File: config.mk
export PLATFORM = sky130hd
export DESIGN_NAME = szt_engine
export DESIGN_NICKNAME = d
export VERILOG_FILES = /design/src/design/szt_pkg.sv /design/src/design/szt_engine.sv
export SDC_FILE = /design/constraint.sdc
export NUM_CORES = 1
export LEC_CHECK = 0
export ABC_AREA = 0
export BUFFER_PORTS_ARGS = -buffer_cell sky130_fd_sc_hd__buf_2
export CELL_PAD_IN_SITES_DETAIL_PLACEMENT = 0
export CELL_PAD_IN_SITES_GLOBAL_PLACEMENT = 1
export CORE_MARGIN = 2
export CORE_UTILIZATION = 25
export DETAILED_ROUTE_END_ITERATION = 7
export HOLD_SLACK_MARGIN = 0.02
export PLACE_DENSITY_LB_ADDON = 0.1
export SLEW_MARGIN = 20
export SYNTH_ARGS = -nofsm -noshare
export SYNTH_HDL_FRONTEND = slang
export SYNTH_SLANG_ARGS = --single-unit
File: constraint.sdc
create_clock -name clk -period 4 [get_ports clk]
set_input_delay 0.6 -clock clk [delete_from_list [all_inputs] [get_ports clk]]
set_output_delay 0.6 -clock clk [all_outputs]
set_load 0.005 [all_outputs]
File: src/design/szt_pkg.sv
// ----------------------------------------------------------------------------
// szt_pkg: shared definitions for the subset-sum zeta transform block
// Command codes, register indexes and default sizes.
// ----------------------------------------------------------------------------
package szt_pkg;

  // Default store geometry
  localparam int unsigned SZT_MAX_LOG_SIZE = 10;
  localparam int unsigned SZT_DATA_WIDTH   = 32;

  // Port widths fixed by the interface
  localparam int unsigned CMD_W      = 2;
  localparam int unsigned INDEX_W    = 10;
  localparam int unsigned VALUE_W    = 32;
  localparam int unsigned CFG_IDX_W  = 2;
  localparam int unsigned CFG_DATA_W = 4;

  // Register reset values
  localparam logic [3:0] LOG_SIZE_RST  = 4'd10;
  localparam logic       DIRECTION_RST = 1'b0;

  // Input commands
  typedef enum logic [CMD_W-1:0] {
    CMD_WRITE = 2'd0,
    CMD_XFORM = 2'd1,
    CMD_READ  = 2'd2
  } cmd_t;

  // Configuration register indexes
  typedef enum logic [CFG_IDX_W-1:0] {
    REG_LOG_SIZE  = 2'd0,
    REG_DIRECTION = 2'd1
  } cfg_reg_t;

endpackage

File: src/design/szt_engine.sv
// ----------------------------------------------------------------------------
// szt_engine: in-place zeta transform sequencer
// Walks every bit level and every index pair, reading both words through
// the RAM read port and writing the sum back with one shared adder.
// ----------------------------------------------------------------------------
module szt_engine
  import szt_pkg::*;
#(
  parameter int unsigned MAX_LOG_SIZE = SZT_MAX_LOG_SIZE,
  parameter int unsigned DATA_WIDTH   = SZT_DATA_WIDTH
) (
  input  logic                                clk,
  input  logic                                rst_n,
  input  logic                                start,
  input  logic [$clog2(MAX_LOG_SIZE+1)-1:0]   log_size,
  input  logic                                direction,
  output logic                                busy,
  output logic [MAX_LOG_SIZE-1:0]             raddr,
  input  logic [DATA_WIDTH-1:0]               rdata,
  output logic                                we,
  output logic [MAX_LOG_SIZE-1:0]             waddr,
  output logic [DATA_WIDTH-1:0]               wdata
);

  localparam int unsigned AW  = MAX_LOG_SIZE;
  localparam int unsigned LGW = $clog2(MAX_LOG_SIZE+1);

  typedef enum logic [1:0] {
    E_IDLE,
    E_RD_T,
    E_RD_P,
    E_WR
  } eng_state_t;

  eng_state_t            state_r, state_nxt;
  logic [LGW-1:0]        lg_r, lg_nxt;
  logic                  dir_r, dir_nxt;
  logic [LGW-1:0]        bit_r, bit_nxt;
  logic [AW-1:0]         pair_r, pair_nxt;
  logic [DATA_WIDTH-1:0] acc_r, acc_nxt;

  logic [AW-1:0] bsel, bmask, base, target, partner, half_m1;
  logic          last_pair, last_level;

  // Spread the pair counter around the current bit position
  always_comb begin
    bsel    = AW'(1) << bit_r;
    bmask   = bsel - AW'(1);
    base    = ((pair_r & ~bmask) << 1) | (pair_r & bmask);
    target  = base | (dir_r ? bsel : '0);
    partner = base | (dir_r ? '0 : bsel);
    half_m1 = (AW'(1) << (lg_r - LGW'(1))) - AW'(1);
    last_pair  = (pair_r == half_m1);
    last_level = (bit_r == lg_r - LGW'(1));
  end

  // Sequencer: read target, read partner, write sum
  always_comb begin
    state_nxt = state_r;
    lg_nxt    = lg_r;
    dir_nxt   = dir_r;
    bit_nxt   = bit_r;
    pair_nxt  = pair_r;
    acc_nxt   = acc_r;
    raddr     = target;
    we        = 1'b0;
    case (state_r)
      E_IDLE: begin
        if (start && (log_size != '0)) begin
          state_nxt = E_RD_T;
          lg_nxt    = log_size;
          dir_nxt   = direction;
          bit_nxt   = '0;
          pair_nxt  = '0;
        end
      end
      E_RD_T: begin
        state_nxt = E_RD_P;
      end
      E_RD_P: begin
        raddr     = partner;
        acc_nxt   = rdata;
        state_nxt = E_WR;
      end
      E_WR: begin
        we = 1'b1;
        if (!last_pair) begin
          pair_nxt  = pair_r + AW'(1);
          state_nxt = E_RD_T;
        end else if (!last_level) begin
          pair_nxt  = '0;
          bit_nxt   = bit_r + LGW'(1);
          state_nxt = E_RD_T;
        end else begin
          state_nxt = E_IDLE;
        end
      end
      default: begin
        state_nxt = E_IDLE;
      end
    endcase
  end

  assign waddr = target;
  assign wdata = acc_r + rdata;
  assign busy  = (state_r != E_IDLE);

  // Hold sequencer state
  always_ff @(posedge clk) begin
    if (!rst_n) begin
      state_r <= E_IDLE;
    end else begin
      state_r <= state_nxt;
    end
    lg_r   <= lg_nxt;
    dir_r  <= dir_nxt;
    bit_r  <= bit_nxt;
    pair_r <= pair_nxt;
    acc_r  <= acc_nxt;
  end

endmodule

* After elaboration in Yosys (flattened, before gate mapping)
Cells that the tools add are included.
** Storage, ports and cells
- Flip-flop bits (word level) :: 53
- Input bits :: 40
** Operators by class
- Reduce and logical (&&, ||, !) cells :: 8
- $add $sub $neg :: 6
- Equality and inequality tests :: 9
- Mux-type cells :: 16
- Bitwise logic cells :: 6
- Shift operators :: 2
** Operators by type and width (count)
- 10-bit two-way mux :: 6
- 32-bit adder :: 1
- 10-bit bitwise OR :: 3
- 10-bit one-hot mux with 2 select lines :: 1
- 1-bit by 4-bit << shifter with 10-bit output (first input constant) :: 2
- 4-bit two-way mux :: 3
- 10-bit by 1-bit adder with 10-bit output (second input constant) :: 1
- 10-bit AND :: 1
- 10-bit equality test :: 1
- 10-bit by 1-bit subtractor with 10-bit output (second input constant) :: 1
- 10-bit by 2-bit subtractor with 10-bit output (second input constant) :: 1
- 9-bit AND :: 1
- 9-bit inverter :: 1
- 2-bit one-hot mux with 4 select lines :: 1
- 4-bit one-hot mux with 2 select lines :: 1
- 2-bit != test (second input constant) :: 3
- 4-bit by 1-bit adder with 4-bit output (second input constant) :: 1
- 2-bit equality test (second input constant) :: 2
- 4-bit equality test :: 1
- 4-bit AND reduction :: 1
- 2-bit nonzero test :: 2
- 4-bit nonzero test :: 1
- 4-bit by 1-bit subtractor with 4-bit output (second input constant) :: 1
- 1-bit two-way mux :: 3
- 7 further kinds :: 7

* Logic depth before layout (Yosys ltp)
Gate-level depths: netlist of run 1.
- Word-level depth :: 7
- Depth in mapped cells :: 15
- Gate-level depth less buffers :: 13

* Worst setup path after synthesis of run 1
Ideal clock, no wire load.
- Path kind :: reg-to-reg
- From :: register lg_r[0]
- To :: register pair_r[0], enable pin
- Slack :: 478 ps
- Cell stages (with the launch flop) :: 14
- Arrival time :: 3142 ps
- Period minus slack after synthesis :: 3522 ps
- Required time :: 3620 ps
- Cell sequence :: edfxtp_1 > buf_6 > inv_1 > ha_1 > buf_2 > o41ai_2 > nand2_1 > ha_1 > o221ai_2 > nor3_1 > a211oi_2 > xnor2_1 > nor3_1 > a21oi_1
** Between the ends
- Cells in the longest elaborated chain, start to end :: 6
- Elaborated cells between the ends (all ways) :: 7
- Classes of those cells :: add/sub: 2; eq/ne: 3; shift: 1; reduce/logical: 1
** RTL lines
- from (decl) :: line szt_engine.sv:36 : logic [LGW-1:0] lg_r, lg_nxt;
- from (signal assigned) :: line szt_engine.sv:115 : lg_r <= lg_nxt;
- 4-bit by 1-bit subtractor with 4-bit output * :: line szt_engine.sv:52, szt_engine.sv:54
- 1-bit by 4-bit << shifter with 10-bit output :: line szt_engine.sv:52 : half_m1 = (AW'(1) << (lg_r - LGW'(1))) - AW'(1);
- 10-bit by 2-bit subtractor with 10-bit output :: line szt_engine.sv:52
- 10-bit equality test :: line szt_engine.sv:53 : last_pair = (pair_r == half_m1);
- 3-bit != test (no source line) *
- 3-bit AND reduction (no source line) *
- to (signal assigned) :: line szt_engine.sv:118 : pair_r <= pair_nxt;
- to (decl) :: line szt_engine.sv:39 : logic [AW-1:0] pair_r, pair_nxt;
Mark *: on every way between the ends. The rest lies on a longest branch, timed or not.
A chain may end at the register's enable or synchronous reset.

* Worst setup path in the final report of run 1
- From :: input port rdata[5]
- To :: output port wdata[24]
** Between the ends
- Cells in the longest elaborated chain, start to end :: 1
** RTL lines
- from (decl) :: line szt_engine.sv:19 : input logic [DATA_WIDTH-1:0] rdata,
- 32-bit adder :: line szt_engine.sv:105 : assign wdata = acc_r + rdata;
- to (decl) :: line szt_engine.sv:22 : output logic [DATA_WIDTH-1:0] wdata
Every way passes these cells.

==> metrics.md, run 1 <==
| Metric | Value |
|---|---|
| Reg-to-Reg End | bit_r[1] |
| Worst Hold End | dir_r |
| Post-Syn Area | 0.004836 mm2 |
| Antenna viol nets, final | 0 |
| Die X | 143.1 um |
| Min Hold Slack | 463.9 ps |
| Worst Path Max Fanout | 6 |
| Register area share after synthesis | 32.50% |
| Internal power | 2.015 mW |
| Vias per inst | 4.791 |
| Area leader, netlist | edfxtp_1 |
| Vias in the first global route | 4216 |
| Peak Freq | 260.5 MHz |
| Initial Util | 25.68% |
| Site row count | 50 |
| GP Congestion | 0.7848 |
| Post-layout min period | 3838 ps |
| Gr usage total | 13.82% |
| First-pass DRT Iterations | 4 |
| Post-Syn Instances | 541 |
| Synth top area cells | edfxtp_1 (32%), ha_1 (12%), xnor2_1 (7.8%) |
| CP Cell Sequence | buf_2 -> ha_1 -> and3_1 -> a211oi_2 -> a21oi_2 -> buf_4 -> o41ai_2 -> o21ai_1 -> or4b_1 -> a31oi_1 -> xnor2_1 -> buf_2 |
| First-pass GRT wire length | 22360 um |
| CTS Hold Bufs | 0 |
| Data arrival time of the worst path | 3240 ps |
| CTS tree | built |
| Layout cell share with drive strength beyond 1 | 22.57% |
| Comb pwr share | 60.2% |
| Skew final | 8.707 ps |
| Crit path buffers/inverters | 3 |
| Switching share of total power | 44.80% |
| Final worst setup slack | 161.9 ps |
| ANT cells | 0 |
| Most frequent CP cell | buf_2 |
| Reg2reg setup slack | 680 ps |
| Pin count of the biggest net entering global routing | 34 |
| Die Ht | 143.1 um |
| Max-slew violations | 0 |
| CTS root buffer | clkbuf_16 |
| # Max-Cap Violations | 0 |
| Cell variety after synth | 69 |
| Reg-to-reg startpoint | lg_r[0] |
| Final Setup Violations | 0 |
| Hold Startpoint | direction |
| Most frequent cells in the layout | buf_2 (93), nand2_1 (51), edfxtp_1 (51) |
| Status | completed |
| Placed insts | 896 |
| Clock Power Share | 12.4% |
| Largest stage delay, worst path | 500 ps |
| Top FF cell, synth | edfxtp_1 |
| Worst-Skew Late Latency | 300 ps |
| Post-synthesis register bit count | 53 |
| Num CTS Buffers | 5 |
| CP endpoint kind | output port |
| Nets | 735 |
| Filler cell count | 2005 |
| Warnings, synthesis | 0 |
| Hold path cells | 1 |
| Area Overhead vs Synth | 21.84% |
| Residual DRC | 0 |
| Slew @ Worst Pin | 689.5 ps |
| Post-synth top area share | 31.67% |
| Hold Fails Final Rpt | 0 |
| Grt ovf | 0 |
| Reg clk slew, reported paths | 80 ps |
| Most common cell after layout, fill and taps aside | buf_2 |
| Maximum vdd drop | 220.5 uV |
| DP HPWL | 10980 um |
| Setup CP Type | in -> out |
| CP max-delay cell | or4b_1 |
| Worst Path Required | 3400 ps |
| Final Non-Filler Cells | 907 |
| Tcrit/Tclk final | 95.95% |
| FFs w/ async S/R, synth | 0% |
| Slew headroom | 53.43% |
| I/O Pins | 94 |
| Antenna violations before repair | 0 |
| R2R cell count | 13 |
| Startpoint types | input pin |
| Clock buffer depth | 2 |
| P_sw | 1.635 mW |
| Area of the die | 0.02047 mm2 |
| Vias | 4345 |
| Top delay family on crit path | compound AO/OA/AOI/OAI gates |
| Tightest Hold Check Type | in -> reg |
| DR iter-0 viols | 166 |
| TritonCTS Sinks | 53 |
| Setup TNS | 0 ps |
| Post-synth EDFFs | 51 |
| Drt wl/cell | 15.47 um |
| Syn avg cell area | 8.939 um2 |
| Pwr dens | 619.5 mW/mm2 |
| Dpl ws | 33.44 ps |
| Synthesized net count | 630 |
| H-tree depth | 2 |
| Sequential group share of total power | 27.4% |
| Leakage | 2.430 nW |
| DRT Wirelength | 14030 um |
| IO buf count | 93 |
| Core ar. | 0.01883 mm2 |
cells by family (layout without fill, tap and decap cells):
kind of cell	count (synthesis)	in the layout	share of synthesized area, %
adders and majority gates	49	49	12.83
and+or+nand+nor	186	186	19.07
AOI/OAI and AO/OA	150	150	21.48
xor gates and xnor gates	57	57	10.32
DFF	53	53	32.50
buffers and inverters	46	152	3.803
layout make-up:
class,count,area (um2),area share [%]
multi-input cells,442,3118,52.92
repair buffers,115,630.6,10.70
well taps,260,325.3,5.521
clock buffers,5,125.1,2.124
flip-flops and latches,53,1572,26.67
inverters,29,108.9,1.848
clock inverters,3,12.51,0.2124
through the flow:
stage | utilization, % | power, mW | cell area, um2
4_1_cts | 31.00 | 3.698 | 5838
2_1_floorplan | - | 2.380 | 4836
3_3_place_gp | 30.25 | 3.210 | 5697
6_report | 31.29 | 3.650 | 5892
5_1_grt | 31.29 | 3.999 | 5892
3_5_place_dp | 30.25 | 3.211 | 5697
power groups by stage:
stage	combinational, mW	clock (mW)	sequential, mW
after floorplan	1.48	0	0.905
after global placement	2.20	0	1.01
after detailed placement	2.20	0	1.01
after CTS	2.21	0.482	1.00
after global routing	2.48	0.492	1.03
final	2.20	0.452	0.999
how the worst max path moves through the flow:
stage,startpoint,end,slack (ps),depth (start not counted)
floorplan,lg_r[0],pair_r[0],480,13
global placement,rdata[0],wdata[30],60,14
detailed placement,rdata[0],wdata[28],30,14
CTS,bit_r[0],waddr[6],50,13
global route,bit_r[0],waddr[6],-20,14
finish,rdata[5],wdata[24],160,12
worst register-to-register path, cell delays in order, from the launching register on:
cell,delay [ps]
edfxtp_1,390
inv_1,130
ha_1,340
buf_4,210
nand3b_1,120
o41ai_2,120
nand2_1,110
ha_1,300
o221ai_2,150
nor3_1,110
a211oi_2,240
xnor2_1,150
nor4_1,290
a41o_1,360
per-layer routing:
metal  global-route usage (%)  wire [um]  vias to the layer above
met5                        0          0                        -
li1                         -          -                     2209
met2                    21.81       6244                       84
met1                    19.68       7142                     2045
met4                    2.970        108                        0
met3                    2.448        537                        7
what timing repair did:
action                     in CTS  in global routing
cloned                          0                  0
hold endpoints to repair        0                  0
gates resized for setup         1                  7
setup endpoints to repair       1                 13
pin swaps                       0                  2
buffers inserted                0                  3
cell usage after synthesis (all sizes together), types with 2 or more instances:
cell     number
nor2b        14
or2           4
and2          5
a21oi        39
nand4         3
o221ai        2
o22ai         3
o2111ai       4
a31o          3
inv          28
o31ai         4
nand2        51
nand2b        6
nor4          5
ha           48
o21ai        28
o41ai         4
a41oi         2
o21a          6
dfxtp         2
a32oi         2
o31a          2
clkbuf       13
nor3b         3
nor2         40
and3          6
a21boi        3
a22oi         2
a2111oi       2
o211ai        5
nand3        19
a211oi        6
o21bai        3
nor3         18
edfxtp       51
a31oi         9
xor2         14
a21o         12
xnor2        43
buf           4
or3           4
nand4bb       2
flip-flops by register name, indices dropped and copies added (netlist names):
name,count
bit_r,4
pair_r,10
dir_r,1
state_r,2
acc_r,32
lg_r,4
Note: power is estimated with default switching activity, not from simulation.
==> run 2: changes to the inputs <==
==> constraint.sdc (replaced) <==
create_clock -name clk -period 3.4 [get_ports clk]
set_input_delay 0.51 -clock clk [delete_from_list [all_inputs] [get_ports clk]]
set_output_delay 0.51 -clock clk [all_outputs]
set_load 0.005 [all_outputs]
==> run 2 against run 1 <==
  * The flow now finishes with violations (setup timing)
  * Count of clock-buffer cells in the layout rose by 2
  * Via count up 4.2%
  * Hold slack worse by 81 ps
  * Critical path type is now reg -> out
==> metrics.md, run 2 (same netlist as run 1, synthesis figures left out) <==
| Metric | Value |
|---|---|
| Clock buffer depth | 2 (unchanged) |
| Most frequent cells in the layout | buf_2 (93), buf_4 (72), nand2_1 (51), edfxtp_1 (51), xnor2_1 (43) |
| First-pass DRT Iterations | 4 (unchanged) |
| Nets | 790 (+7.5%) |
| Antenna viol nets, final | 0 (unchanged) |
| Skew final | 5.074 ps (-3.633 ps) |
| Data arrival time of the worst path | 3020 ps (-220 ps) |
| # Max-Cap Violations | 0 (unchanged) |
| Vias in the first global route | 4488 (+6.5%) |
| Leakage | 2.771 nW (+14%) |
| P_sw | 2.072 mW (+27%) |
| Post-layout min period | 3533 ps |
| Clock Power Share | 12.2% (-0.2 points) |
| Internal power | 2.681 mW (+33%) |
| Reg clk slew, reported paths | 70 ps (about the same) |
| Num CTS Buffers | 5 (unchanged) |
| Residual DRC | 0 (unchanged) |
| CTS tree | built |
| DP HPWL | 11230 um (+2.3%) |
| Maximum vdd drop | 269.5 uV (+22%) |
| Area Overhead vs Synth | 37.31% |
| Tightest Hold Check Type | in -> reg |
| Post-Place Cell Area | 0.006038 mm2 (+6.0%) |
| Tcrit/Tclk final | 103.9% |
| Drt wl/cell | 14.95 um (-3.3%) |
| Initial Util | 25.68% (unchanged) |
| Max-slew violations | 0 (unchanged) |
| Placed insts | 941 (+5.0%) |
| Peak Freq | 283.1 MHz |
| Area occupied by multi-input gates | 0.003406 mm2 (+9.2%) |
| Final Non-Filler Cells | 962 (+6.1%) |
| Slew headroom | 58.28% (+4.9 points) |
| TritonCTS Sinks | 53 (unchanged) |
| Comb pwr share | 63.8% (+3.6 points) |
| GP Congestion | 0.7769 (-1.0%) |
| Vias | 4526 (+4.2%) |
| Gr usage total | 14.03% (+0.21 points) |
| Crit path capture | wdata[30] |
| Hold Fails Final Rpt | 0 (unchanged) |
| DRT Wirelength | 14390 um (+2.5%) |
| Grt ovf | 0 (unchanged) |
| Antenna violations before repair | 0 (unchanged) |
| Core ar. | 0.01883 mm2 (unchanged) |
| Most common cell after layout, fill and taps aside | buf_2 |
| DR iter-0 viols | 240 (+45%) |
| Reg-to-reg startpoint | lg_r[0] |
| Vias per inst | 4.705 (-1.8%) |
| Worst Path Max Fanout | 4 (-2) |
| CP endpoint kind | output port |
| CP Launch Point | acc_r[5] |
| H-tree depth | 2 (unchanged) |
| Area of the die | 0.02047 mm2 (unchanged) |
| Final Setup Violations | 4 (+4) |
| Startpoint types | flop |
| Layout Cell Area excl Fill | 0.006640 mm2 (+13%) |
| Die X | 143.1 um (unchanged) |
| RSZ-0062 raised after global routing | yes |
| Max reg flops | 32 (unchanged) |
| ANT cells | 0 (unchanged) |
| Switching share of total power | 43.59% (-1.2 points) |
| CTS root buffer | clkbuf_16 |
| Total power draw | 4.753 mW (+30%) |
| Register Area | 0.001572 mm2 (unchanged) |
| Site row count | 50 (unchanged) |
| First-pass GRT wire length | 22870 um (+2.3%) |
| Slew @ Worst Pin | 617.7 ps (-71.87 ps) |
| Dpl ws | -371.4 ps (-404.9 ps) |
| Final worst setup slack | -132.7 ps (-294.5 ps) |
| Worst-Skew Late Latency | 310 ps (about the same) |
| Setup CP Type | reg -> out |
| Biggest regs | acc_r (32), pair_r (10) |
| Failing checks | setup timing |
| Worst Path Required | 2890 ps (-510 ps) |
| Pin count of the biggest net entering global routing | 20 (-41%) |
| IO buf count | 93 (unchanged) |
| Biggest register | acc_r |
| R2R cell count | 15 (+2) |
| Status | complete, but fails checks |
| Pwr dens | 715.8 mW/mm2 (+16%) |
| Util after Layout | 35.26% (+4.0 points) |
| Reg-to-Reg End | pair_r[2] |
| Layout cell share with drive strength beyond 1 | 34.47% (+12 points) |
| Sequential group share of total power | 24.0% (-3.4 points) |
| Min Hold Slack | 383.2 ps (-80.77 ps) |
| Setup TNS | -308.0 ps (-308.0 ps) |
| I/O Pins | 94 (unchanged) |
| Reg2reg setup slack | 240 ps (-440 ps) |
| Hold path cells | 1 (unchanged) |
| Filler cell count | 1971 (-1.7%) |
| Die Ht | 143.1 um (unchanged) |
[run 2: cell types whose count changed in the layout (fill, tap and decap cells not counted), sizes merged]
cell / delta
buf: +55
clkinv: -2
clkbuf: +2
[run 2: power groups by stage]
stage	Sequential (mW)	Combinational, mW	Clock, mW
after global routing	1.18	3.36	0.631
after global placement	1.15	2.75	0
after floorplan	1.06	1.74	0
final	1.14	3.03	0.581
after detailed placement	1.15	2.75	0
after CTS	1.14	2.87	0.606
[run 2: how the worst min path moves through the flow]
stage               startpoint         end
floorplan           state_r[0]  state_r[0]
global placement    state_r[0]  state_r[0]
detailed placement  state_r[0]  state_r[0]
CTS                  direction       dir_r
global route         direction       dir_r
finish               direction       dir_r
[run 2: what timing repair did]
action	CTS	global route
pin swaps	16	17
setup buffers	9	6
resized for setup	27	44
hold buffers	0	0
setup endpoints to repair	23	40
[run 2: per-layer routing]
layer / part of all wire (%) / vias to the layer above / track usage, %
met5: 0 / - / 0
met2: 44 / 72 / 21.53
met3: 4.6 / 7 / 3.421
met1: 50 / 2131 / 19.95
li1: - / 2316 / -
met4: 1.1 / 0 / 2.866
[run 2: critical path: stages (launching register included)]
cell and delay (ps):
edfxtp_1 390, ha_2 330, and3_4 170, a211oi_4 270, a21oi_4 110, o2111a_1 280
o211ai_4 260, a2111oi_4 130, or4_1 530, o2111ai_1 90, buf_2 150
[run 2: area by class of cell]
cell class | count | share of cell area [%]
sequential | 53 | 23.67
tap | 260 | 4.899
inverter | 29 | 1.639
timing repair buffer | 170 | 16.13
clock buffer | 7 | 2.299
multi-input combinational | 442 | 51.29
clock inverter | 1 | 0.07537
